==> config.mk <==
export PLATFORM = sky130hd
export DESIGN_NAME = direct_mapped_cache_tag_lookup_core
export DESIGN_NICKNAME = d
export VERILOG_FILES = /design/src/rtl/dmc_pkg.sv /design/src/rtl/dmc_ctrl.sv /design/src/rtl/dmc_datapath.sv /design/src/rtl/direct_mapped_cache_tag_lookup_core.sv
export VERILOG_INCLUDE_DIRS = /design/src /design/src/rtl
export SDC_FILE = /design/constraint.sdc
export NUM_CORES = 2
export LEC_CHECK = 0
export BUFFER_PORTS_ARGS = -buffer_cell sky130_fd_sc_hd__clkbuf_2
export CORE_MARGIN = 3
export CORE_UTILIZATION = 40
export DETAILED_ROUTE_END_ITERATION = 10
export GPL_TIMING_DRIVEN = 0
export PLACE_DENSITY = 0.63
export SYNTH_ARGS = -nofsm -noshare
export SYNTH_HDL_FRONTEND = slang
export SYNTH_SLANG_ARGS = --single-unit
==> constraint.sdc <==
create_clock -name clk -period 16.1 [get_ports clk]
set_input_delay 0.805 -clock clk [delete_from_list [all_inputs] [get_ports clk]]
set_output_delay 0.805 -clock clk [all_outputs]
set_load 0.02 [all_outputs]
==> src/rtl/direct_mapped_cache_tag_lookup_core_macros.svh <==
// Assertion macros shared by the tag lookup core modules.
// Expects clk and arst_n in scope at the point of use.
`ifndef DIRECT_MAPPED_CACHE_TAG_LOOKUP_CORE_MACROS_SVH
`define DIRECT_MAPPED_CACHE_TAG_LOOKUP_CORE_MACROS_SVH

// same-cycle implication
`define DMC_ASSERT_NOW(lbl, ante, cons, msg) \
	lbl: assert property (@(posedge clk) disable iff (!arst_n) (ante) |-> (cons)) \
		else $error(msg);

// next-cycle implication
`define DMC_ASSERT_NEXT(lbl, ante, cons, msg) \
	lbl: assert property (@(posedge clk) disable iff (!arst_n) (ante) |=> (cons)) \
		else $error(msg);

`endif

==> src/rtl/dmc_pkg.sv <==
// Shared constants and types for the direct-mapped tag lookup core.
// No dependencies.
package dmc_pkg;

	localparam int ADDR_W      = 32;
	localparam int LINE_COUNT  = 128;
	localparam int BLOCK_BYTES = 32;
	localparam int OFFSET_W    = $clog2(BLOCK_BYTES);
	localparam int LINE_W      = $clog2(LINE_COUNT);
	localparam int BLOCK_W     = ADDR_W - OFFSET_W;
	localparam int TAG_W       = 20;
	localparam int RD_SIZE_W   = 6;

	localparam logic MODE_READ  = 1'b0;
	localparam logic MODE_WRITE = 1'b1;

	// controller -> datapath commands
	typedef struct packed {
		logic load_in;  // capture request, start tag read
		logic commit;   // compare, update store, load result
	} dmc_cmd_t;

endpackage

==> src/rtl/dmc_ctrl.sv <==
// Sequencing controller for the tag lookup core: input/output handshake.
// Depends on dmc_pkg and the core macro header.
`include "direct_mapped_cache_tag_lookup_core_macros.svh"

module dmc_ctrl (
	input  logic              clk,
	input  logic              arst_n,
	input  logic              in_valid,
	output logic              in_ready,
	output logic              out_valid,
	input  logic              out_ready,
	output dmc_pkg::dmc_cmd_t cmd
);
	import dmc_pkg::*;

	typedef enum logic {ST_IDLE, ST_LOOK} state_t;

	state_t state_q;
	logic   out_valid_q;
	logic   out_free;

	assign in_ready    = (state_q == ST_IDLE);
	assign out_free    = !out_valid_q || out_ready;
	assign cmd.load_in = in_valid && in_ready;
	assign cmd.commit  = (state_q == ST_LOOK) && out_free;
	assign out_valid   = out_valid_q;

	always_ff @(posedge clk or negedge arst_n) begin
		if (!arst_n) begin
			state_q     <= ST_IDLE;
			out_valid_q <= 1'b0;
		end else begin
			case (state_q)
				ST_IDLE: begin
					if (cmd.load_in) state_q <= ST_LOOK;
				end
				ST_LOOK: begin
					if (out_free) state_q <= ST_IDLE;
				end
				default: state_q <= ST_IDLE;
			endcase
			if (cmd.commit) out_valid_q <= 1'b1;
			else if (out_ready) out_valid_q <= 1'b0;
		end
	end

	`DMC_ASSERT_NEXT(a_one_in_flight, cmd.load_in, !in_ready, "second beat taken during lookup")
	`DMC_ASSERT_NEXT(a_commit_shows, cmd.commit, out_valid, "committed result not presented")
	`DMC_ASSERT_NEXT(a_stall_holds, (state_q == ST_LOOK) && out_valid && !out_ready,
		(state_q == ST_LOOK), "lookup left while result stalled")

endmodule

==> src/rtl/dmc_datapath.sv <==
// Datapath: request capture, tag RAM, valid bits, hit logic, result register.
// Depends on dmc_pkg and the core macro header.
`include "direct_mapped_cache_tag_lookup_core_macros.svh"

module dmc_datapath (
	input  logic                               clk,
	input  logic                               arst_n,
	input  dmc_pkg::dmc_cmd_t                  cmd,
	input  logic [dmc_pkg::ADDR_W-1:0]         address,
	input  logic                               mode,
	output logic [dmc_pkg::OFFSET_W-1:0]       byte_offset,
	output logic [dmc_pkg::BLOCK_W-1:0]        block_number,
	output logic [dmc_pkg::LINE_W-1:0]         line_index,
	output logic [dmc_pkg::TAG_W-1:0]          tag,
	output logic                               miss,
	output logic                               memory_read,
	output logic [dmc_pkg::RD_SIZE_W-1:0]      memory_read_size,
	output logic                               memory_write,
	output logic                               memory_write_size,
	output logic                               replacement,
	output logic [dmc_pkg::TAG_W-1:0]          evicted_tag
);
	import dmc_pkg::*;

	logic [TAG_W-1:0]      tag_mem [LINE_COUNT];
	logic [LINE_COUNT-1:0] line_valid_q;

	logic [ADDR_W-1:0] addr_q;
	logic              mode_q;
	logic [TAG_W-1:0]  rd_tag_q;

	logic [OFFSET_W-1:0] cur_offset;
	logic [BLOCK_W-1:0]  cur_block;
	logic [LINE_W-1:0]   cur_line;
	logic [TAG_W-1:0]    cur_tag;
	logic [LINE_W-1:0]   in_line;
	logic                cur_valid;
	logic                hit;
	logic                is_write;
	logic                fill;

	logic [OFFSET_W-1:0]  byte_offset_q;
	logic [BLOCK_W-1:0]   block_number_q;
	logic [LINE_W-1:0]    line_index_q;
	logic [TAG_W-1:0]     tag_q;
	logic                 miss_q;
	logic                 memory_read_q;
	logic [RD_SIZE_W-1:0] memory_read_size_q;
	logic                 memory_write_q;
	logic                 memory_write_size_q;
	logic                 replacement_q;
	logic [TAG_W-1:0]     evicted_tag_q;

	assign in_line    = address[OFFSET_W +: LINE_W];
	assign cur_offset = addr_q[OFFSET_W-1:0];
	assign cur_block  = addr_q[ADDR_W-1:OFFSET_W];
	assign cur_line   = cur_block[LINE_W-1:0];
	assign cur_tag    = cur_block[LINE_W +: TAG_W];
	assign cur_valid  = line_valid_q[cur_line];
	assign hit        = cur_valid && (rd_tag_q == cur_tag);
	assign is_write   = (mode_q == MODE_WRITE);
	// read miss allocates; writes never touch the store
	assign fill       = !is_write && !hit;

	always_ff @(posedge clk) begin
		if (cmd.load_in) begin
			addr_q   <= address;
			mode_q   <= mode;
			rd_tag_q <= tag_mem[in_line];
		end
		if (cmd.commit && fill) tag_mem[cur_line] <= cur_tag;
	end

	always_ff @(posedge clk or negedge arst_n) begin
		if (!arst_n) begin
			line_valid_q <= '0;
		end else if (cmd.commit && fill) begin
			line_valid_q[cur_line] <= 1'b1;
		end
	end

	always_ff @(posedge clk) begin
		if (cmd.commit) begin
			byte_offset_q       <= cur_offset;
			block_number_q      <= cur_block;
			line_index_q        <= cur_line;
			tag_q               <= cur_tag;
			miss_q              <= !hit;
			memory_read_q       <= fill;
			memory_read_size_q  <= fill ? RD_SIZE_W'(BLOCK_BYTES) : '0;
			memory_write_q      <= is_write;
			memory_write_size_q <= is_write;
			replacement_q       <= fill && cur_valid;
			evicted_tag_q       <= (fill && cur_valid) ? rd_tag_q : '0;
		end
	end

	assign byte_offset       = byte_offset_q;
	assign block_number      = block_number_q;
	assign line_index        = line_index_q;
	assign tag               = tag_q;
	assign miss              = miss_q;
	assign memory_read       = memory_read_q;
	assign memory_read_size  = memory_read_size_q;
	assign memory_write      = memory_write_q;
	assign memory_write_size = memory_write_size_q;
	assign replacement       = replacement_q;
	assign evicted_tag       = evicted_tag_q;

	`DMC_ASSERT_NEXT(a_fill_sets_valid, cmd.commit && !is_write, line_valid_q[cur_line],
		"read lookup left line invalid")
	`DMC_ASSERT_NEXT(a_write_no_alloc, cmd.commit && is_write, $stable(line_valid_q),
		"write changed valid bits")
	`DMC_ASSERT_NEXT(a_read_is_miss, cmd.commit, !memory_read || (miss && !memory_write),
		"block fetch without read miss")

endmodule

==> src/rtl/direct_mapped_cache_tag_lookup_core.sv <==
// Direct-mapped tag lookup, write-through, no write-allocate.
// Flow: the request and tag RAM read are registered at the input beat; the result register loads
// once the output is free, so results come later while one is stalled. One beat in flight: the
// compare state compares, refills the line and loads the result before a new beat is taken.
// Reset: asynchronous, clears all line valid bits at once; no clearing pass.
module direct_mapped_cache_tag_lookup_core (
	input  logic                               clk,
	input  logic                               arst_n,
	input  logic                               in_valid,
	output logic                               in_ready,
	input  logic [dmc_pkg::ADDR_W-1:0]         address,
	input  logic                               mode,
	output logic                               out_valid,
	input  logic                               out_ready,
	output logic [dmc_pkg::OFFSET_W-1:0]       byte_offset,
	output logic [dmc_pkg::BLOCK_W-1:0]        block_number,
	output logic [dmc_pkg::LINE_W-1:0]         line_index,
	output logic [dmc_pkg::TAG_W-1:0]          tag,
	output logic                               miss,
	output logic                               memory_read,
	output logic [dmc_pkg::RD_SIZE_W-1:0]      memory_read_size,
	output logic                               memory_write,
	output logic                               memory_write_size,
	output logic                               replacement,
	output logic [dmc_pkg::TAG_W-1:0]          evicted_tag
);
	import dmc_pkg::*;

	dmc_cmd_t cmd;

	dmc_ctrl u_ctrl (
		.clk       (clk),
		.arst_n    (arst_n),
		.in_valid  (in_valid),
		.in_ready  (in_ready),
		.out_valid (out_valid),
		.out_ready (out_ready),
		.cmd       (cmd)
	);

	dmc_datapath u_dp (
		.clk               (clk),
		.arst_n            (arst_n),
		.cmd               (cmd),
		.address           (address),
		.mode              (mode),
		.byte_offset       (byte_offset),
		.block_number      (block_number),
		.line_index        (line_index),
		.tag               (tag),
		.miss              (miss),
		.memory_read       (memory_read),
		.memory_read_size  (memory_read_size),
		.memory_write      (memory_write),
		.memory_write_size (memory_write_size),
		.replacement       (replacement),
		.evicted_tag       (evicted_tag)
	);

endmodule

## Word level (Yosys, flattened, before mapping)

Memory sizes are Yosys's and may differ from the RTL's. A register that Yosys moved wholly into a read port is not among the register bits.
Cells that the tools add are included.

| operators by class | value |
|---|---|
| order comparisons | 2 |
| reduce and logical (&&, ||, !) cells | 12 |
| muxes and demuxes | 12 |
| bitwise operators | 2 |
| equal/unequal tests | 1 |

Operators by type and width:

| cell | number |
|---|---|
| $or A128 B128 Y128 | 1 |
| $eq A20 B20 Y1 | 1 |
| $lt A7 B8 Y1 const B | 1 |
| $mux W1 | 8 |
| $bmux W1 S7 | 1 |
| $demux W1 S7 | 1 |
| $ge A7 B1 Y1 const B | 1 |
| $logic_and A1 B1 Y1 | 7 |
| $mux W6 | 1 |
| $logic_not A1 Y1 | 3 |
| $pmux W1 S2 | 1 |
| $reduce_bool A2 Y1 | 1 |
| $logic_or A1 B1 Y1 | 1 |
| $not A1 Y1 | 1 |

| storage, ports and cells | value |
|---|---|
| memories kept | 1 |
| output and inout bits | 92 |
| input bits | 37 |
| word-level logic and storage cells | 45 |
| bits in registers | 252 |
| RAM bits | 2,560 |

Memory list:

| name | depth | bits a word | read ports | clocked after memory_dff | wr ports | RTL line | RTL |
|---|---|---|---|---|---|---|---|
| u_dp.tag_mem | 128 | 20 | 1 | 1 | 1 | dmc_datapath.sv:25 | `logic [TAG_W-1:0] tag_mem [LINE_COUNT];` |

## Depth between registers and ports, before layout

| logic depth | value |
|---|---|
| depth in word-level cells | 8 |
| depth in mapped cells | 14 |
| gate-level depth less buffers | 8 |

## Modules after synthesis

A second synthesis with hierarchy kept.

| second synthesis, totals | value |
|---|---|
| cell total of the unflattened synthesis | 4,655 |
| area, all modules | 108,108.7 µm² |

By module, submodules not included:

| module | instances | area each (µm²) | seq. area each (µm²) | cells each |
|---|---|---|---|---|
| dmc_datapath | 1 | 108,014.8 | 83,349.9 | 4,647 |
| dmc_ctrl | 1 | 93.8 | 50.0 | 8 |

## Worst setup path before layout

OpenSTA, ideal clock, no wires.

| timing | value |
|---|---|
| path kind | reg2reg |
| start point | reg u_dp.addr_q[20] |
| end point | mem u_dp.tag_mem[97][0] (enable) |
| data required time | 15,652 ps |
| slack | 10,995 ps |
| library setup time | 448 ps |
| period minus slack after synthesis | 5,105 ps |
| buffers on the path | 2 |
| arrival | 4,657 ps |
| stages on the path, launching flop included | 9 |
| path through | edfxtp_1 > xor2_1 > nor4_1 > nand3_1 > nor3_1 > o31a_1 > buf_6 > buf_6 > nor4_1 |

| on the way | value |
|---|---|
| cells in the longest elaborated chain, start to end | 7 |

RTL lines:

| element | RTL line | RTL |
|---|---|---|
| start, declared | dmc_datapath.sv:28 | `logic [ADDR_W-1:0] addr_q;` |
| start signal, assigned | dmc_datapath.sv:67 | `addr_q <= address;` |
| $eq A20 B20 Y1 | dmc_datapath.sv:60 | `assign hit = cur_valid && (rd_tag_q == cur_tag);` |
| $logic_and A1 B1 Y1 | dmc_datapath.sv:60 |  |
| $logic_not A1 Y1 | dmc_datapath.sv:63 | `assign fill = !is_write && !hit;` |
| $logic_and A1 B1 Y1 | dmc_datapath.sv:63 |  |
| $logic_and A1 B1 Y1 | dmc_datapath.sv:71 | `if (cmd.commit && fill) tag_mem[cur_line] <= cur_tag;` |
| $mux W1 | dmc_datapath.sv:71 |  |
| $mux W1 (not written as such) | dmc_datapath.sv:71 |  |
| end, declared | dmc_datapath.sv:25 |  |

No other way between the ends.

## Worst setup path in the final report

| timing | value |
|---|---|
| start point | reg u_dp.addr_q[6] |
| end point | mem u_dp.tag_mem[24][9] (enable) |

| on the way | value |
|---|---|
| cells in the longest elaborated chain, start to end | 8 |

RTL lines:

| element | RTL line | RTL |
|---|---|---|
| $bmux W1 S7 | dmc_datapath.sv:59 | `assign cur_valid = line_valid_q[cur_line];` |
| $mux W1 (not written as such) | dmc_datapath.sv:59 |  |
| $logic_and A1 B1 Y1 | dmc_datapath.sv:60 |  |
| $logic_not A1 Y1 | dmc_datapath.sv:63 |  |
| $logic_and A1 B1 Y1 | dmc_datapath.sv:63 |  |
| $logic_and A1 B1 Y1 | dmc_datapath.sv:71 |  |
| $mux W1 | dmc_datapath.sv:71 |  |
| $mux W1 (not written as such) | dmc_datapath.sv:71 |  |

Several ways; a longest one is shown, not always the timed one. The select of a mux whose other input is x is not followed.

==> results.yml <==
synthesis:
  synth-main-ff-cell: "edfxtp_1"
  syn-mean-instance-area_sq_um: 24.0
  netlist.area_leader.share_pct: 74.3
  syn-cell-area_sq_um: 108000
  yosysWarnings: 0
  ranking_of_synthesized_cells_by_instance_count: "edfxtp_1 (2,669), mux4_2 (849), clkbuf_1 (147), dfrtp_1 (130), a31o_2 (108)"
  synth_enable_flop_cells: 2669
  seq_area_frac_synth_pct: 77.4
  yosysUniqueCellTypes: 59
  synth_most_common_cell: "edfxtp_1"
  synth_cells: 4501
  synth.area.top_cells: "edfxtp_1 (74%), mux4_2 (18%), dfrtp_1 (3.0%), a31o_2 (0.88%), clkbuf_1 (0.51%)"
  postSynthRegisterBits: 2799
  synthArstFlopShare_pct: 4.64
  synth.largest_area_cell: "edfxtp_1"
grt:
  largest_net_degree_at_the_start_of_global_routing: 103
  grt_pass1_wl_microns: 394000
  grt_overflow_total: 0
  initial_antenna_violation_count: 17
  total_track_usage_pct: 19.8
  number_of_global_route_vias_before_repair: 52479
clocking:
  clock_edge_transition_at_the_registers_on_the_reported_setup_and_hold_paths_ns: 0.07
  tritoncts_num_sinks: 2799
  clk_latency_ns: 0.91
  cts_hold_repair.buffers: 1
  cts_tree: "built"
  cts-htree-levels: 5
  post_cts_resized: 0
  clock_tree.root_cell: "clkbuf_16"
  post_cts.repair.setup_buffers: 0
  ctsLongestPathBuffers: 4
  cts-buffers-inserted: 286
die:
  design.die.area_sq_um: 276000
  initial_standard_cell_utilization_of_the_core_pct: 40.4
  chipHeight_microns: 525
  core_sq_um: 267000
  placementRows: 189
  pin_count: 129
  dieWidth_microns: 525
route:
  route.vias.total: 52346
  detailedRoute.firstIterationViolations: 6852
  via_per_inst: 5.83
  drtAntennaViolNets: 0
  wl_microns: 275000
  post_drt_wl_per_cell_microns: 30.6
  detail_route.first_pass.iterations: 6
  drt_drc_violations_left: 0
setup_path:
  timing.reg2reg.setup_slack_ns: 11.32
  element_type_at_the_critical_path_start: "register"
  critPathKind: "register to register"
  timing.critical_path.slowest_stage_cell: "nor4_2"
  crit_family: "buffers and inverters"
  critical_path_arrival_ns: 5.39
  critical_path.max_stage_delay_ns: 0.86
  path_cells: "buf_2 -> clkbuf_1 -> o21ai_0 -> a222oi_1 -> o221ai_1 -> o211a_1 -> o31a_1 -> buf_6 -> buf_2 -> nor4_2 -> buf_4 -> buf_4"
  worstPathBufferInverterCount: 6
  timing.critical_path.to_type: "register"
  worst_path_required_ns: 16.71
  highest_fanout_seen_on_the_critical_path: 10
timing:
  slew_viols_final: 0
  maxSlewHeadroom_pct: 7.27
  rsz0062_at_grt: "false"
  post-route-period-util_pct: 29.7
  setup_violations: 0
  fin_worst_skew_ns: 0.0405
  hold_viol_final: 0
  tightestPinTransition_ns: 1.39
  f_max_ghz: 0.209
  setup_tns_ns: 0
  min_period_ns: 4.78
placed_design:
  placedInstanceArea_sq_um: 119000
  place_hpwl_microns: 192000
  gp_congestion: 0.895
  place.port_buffers: 123
power_and_ir_drop:
  cell_internal_power_uw: 12800
  leakagePower_uw: 0.0409
  power_frac_seq_pct: 51.0
  netSwitchingFraction_pct: 23.2
  p_per_area_nw_per_um2: 130
  power.net_switching_uw: 3870
  irDropWorstVdd_uv: 99.8
  power.share.combinational_pct: 10.4
  pwr-share-clk_pct: 38.6
final_layout:
  fin_util_pct: 48.0
  num-fill-cells: 21176
  drive_above_1_share_pct: 38.9
  final-seq-area_sq_um: 83400
  design_area_sq_um: 128000
  area_of_the_multi_input_gates_sq_um: 23700
  syn2layout_area_growth_pct: 18.7
  nNetsFinal: 5283
outcome:
  status: "complete, no violations"
hold_path:
  hold_path.class: "primary input to register"
flow_run:
  max_cap_viol_count: 0
cell usage in the layout, fill, tap and decap left out, types with 10 or more instances in the layout:
cell type	synthesis	final
a221oi_1	10	10
a31o_2	108	108
nor3_2	23	81
buf_2	91	91
nand2_1	49	49
mux4_2	849	849
bufinv_16	0	25
buf_1	16	16
edfxtp_1	2669	2669
a31o_1	10	10
nor2_1	46	38
nor3_1	96	15
clkinv_2	0	50
buf_4	37	71
clkbuf_1	147	180
clkinv_1	1	44
buf_8	0	22
clkbuf_2	0	143
buf_16	0	107
mux2i_1	17	17
and2_1	22	22
nor3_4	0	23
buf_12	0	10
clkbuf_16	0	295
mux2_2	27	27
dfrtp_1	130	130
xor2_1	12	12
buf_6	6	162
clkinvlp_4	0	12
metrics by stage:
| step | hold WS (ns) | instances | total power [uW] | setup WS (ns) |
|---|---|---|---|---|
| after floorplan | 0.400 | 4505 | 9480 | 11.00 |
| after global placement | 0.404 | 8161 | 10200 | 6.15 |
| after detailed placement | 0.413 | 8490 | 10400 | 10.61 |
| after CTS | 0.0106 | 8977 | 16800 | 11.43 |
| after global routing | 0.0261 | 8977 | 17100 | 11.24 |
| final | 0.0743 | 8985 | 16700 | 11.32 |
power by group through the flow:
stage	logic (uW)	registers (uW)	clock network, uW
final	1740	8500	6420
after global routing	1810	8510	6830
after floorplan	645	8840	0
after CTS	1740	8500	6530
after global placement	1120	9030	0
after detailed placement	1740	8650	0
final timing paths:
path	from	endpoint	cells past startpoint
setup / recovery	u_dp.addr_q[6]$_DFFE_PP_	u_dp.tag_mem[24][9]$_DFFE_PP_	12
hold / removal	address[27]	u_dp.addr_q[27]$_DFFE_PP_	1
setup reg to reg	u_dp.addr_q[6]$_DFFE_PP_	u_dp.tag_mem[24][9]$_DFFE_PP_	12
hold reg to reg	u_dp.addr_q[4]$_DFFE_PP_	u_dp.byte_offset[4]$_DFFE_PP_	0
max in group asynchronous	arst_n	u_dp.line_valid_q[75]$_DFFE_PN0P_	3
min in group asynchronous	arst_n	u_dp.line_valid_q[28]$_DFFE_PN0P_	2
cell families (layout without fill, tap and decap cells):
family	count (synthesis)	count (layout)	share of synthesized area (%)
simple gates	300	300	1.51
mux	895	895	18.2
compound gates	181	181	1.42
flops	2799	2799	77.4
xor+xnor	20	20	0.162
buf+inv	305	1244	1.34
other cells	1	13	0.00348
metal layers:
| layer | vias to the layer above | share of wire (%) | GRT usage, % | wire (microns) |
|---|---|---|---|---|
| met1 | 28344 | 40 | 28.2 | 111000 |
| met3 | 459 | 8.9 | 3.96 | 24400 |
| met4 | 2 | 3.8 | 6.82 | 10400 |
| met5 | - | 0.0047 | 0 | 13 |
| li1 | 20943 | - | - | - |
| met2 | 2598 | 47 | 30.5 | 129000 |
final cells by class:
class | count | share of cell area [%]
multi-input combinational | 1401 | 18.5
timing repair buffer | 453 | 4.78
clock buffer | 350 | 5.94
clock inverter | 136 | 1.02
antenna | 8 | 0.0156
inverter | 8 | 0.0244
tap | 3533 | 3.45
buffer | 297 | 1.12
sequential | 2799 | 65.2
sequential cells by signal (all words and copies together) (netlist names):
| register | flops |
|---|---|
| u_dp.tag_mem | 2560 |
| u_dp.line_valid_q | 128 |
| u_dp.addr_q | 32 |
| u_dp.evicted_tag | 20 |
| u_dp.rd_tag_q | 20 |
| u_dp.tag | 20 |
| u_dp.line_index | 6 |
| u_dp.byte_offset | 5 |
| u_ctrl.out_valid | 1 |
| u_ctrl.state_q | 1 |
| u_dp.block_number | 1 |
| u_dp.is_write | 1 |
| u_dp.memory_read_size | 1 |
| u_dp.memory_write | 1 |
| u_dp.miss | 1 |
| u_dp.replacement | 1 |
No activity file was read; power rests on OpenSTA's default activity.
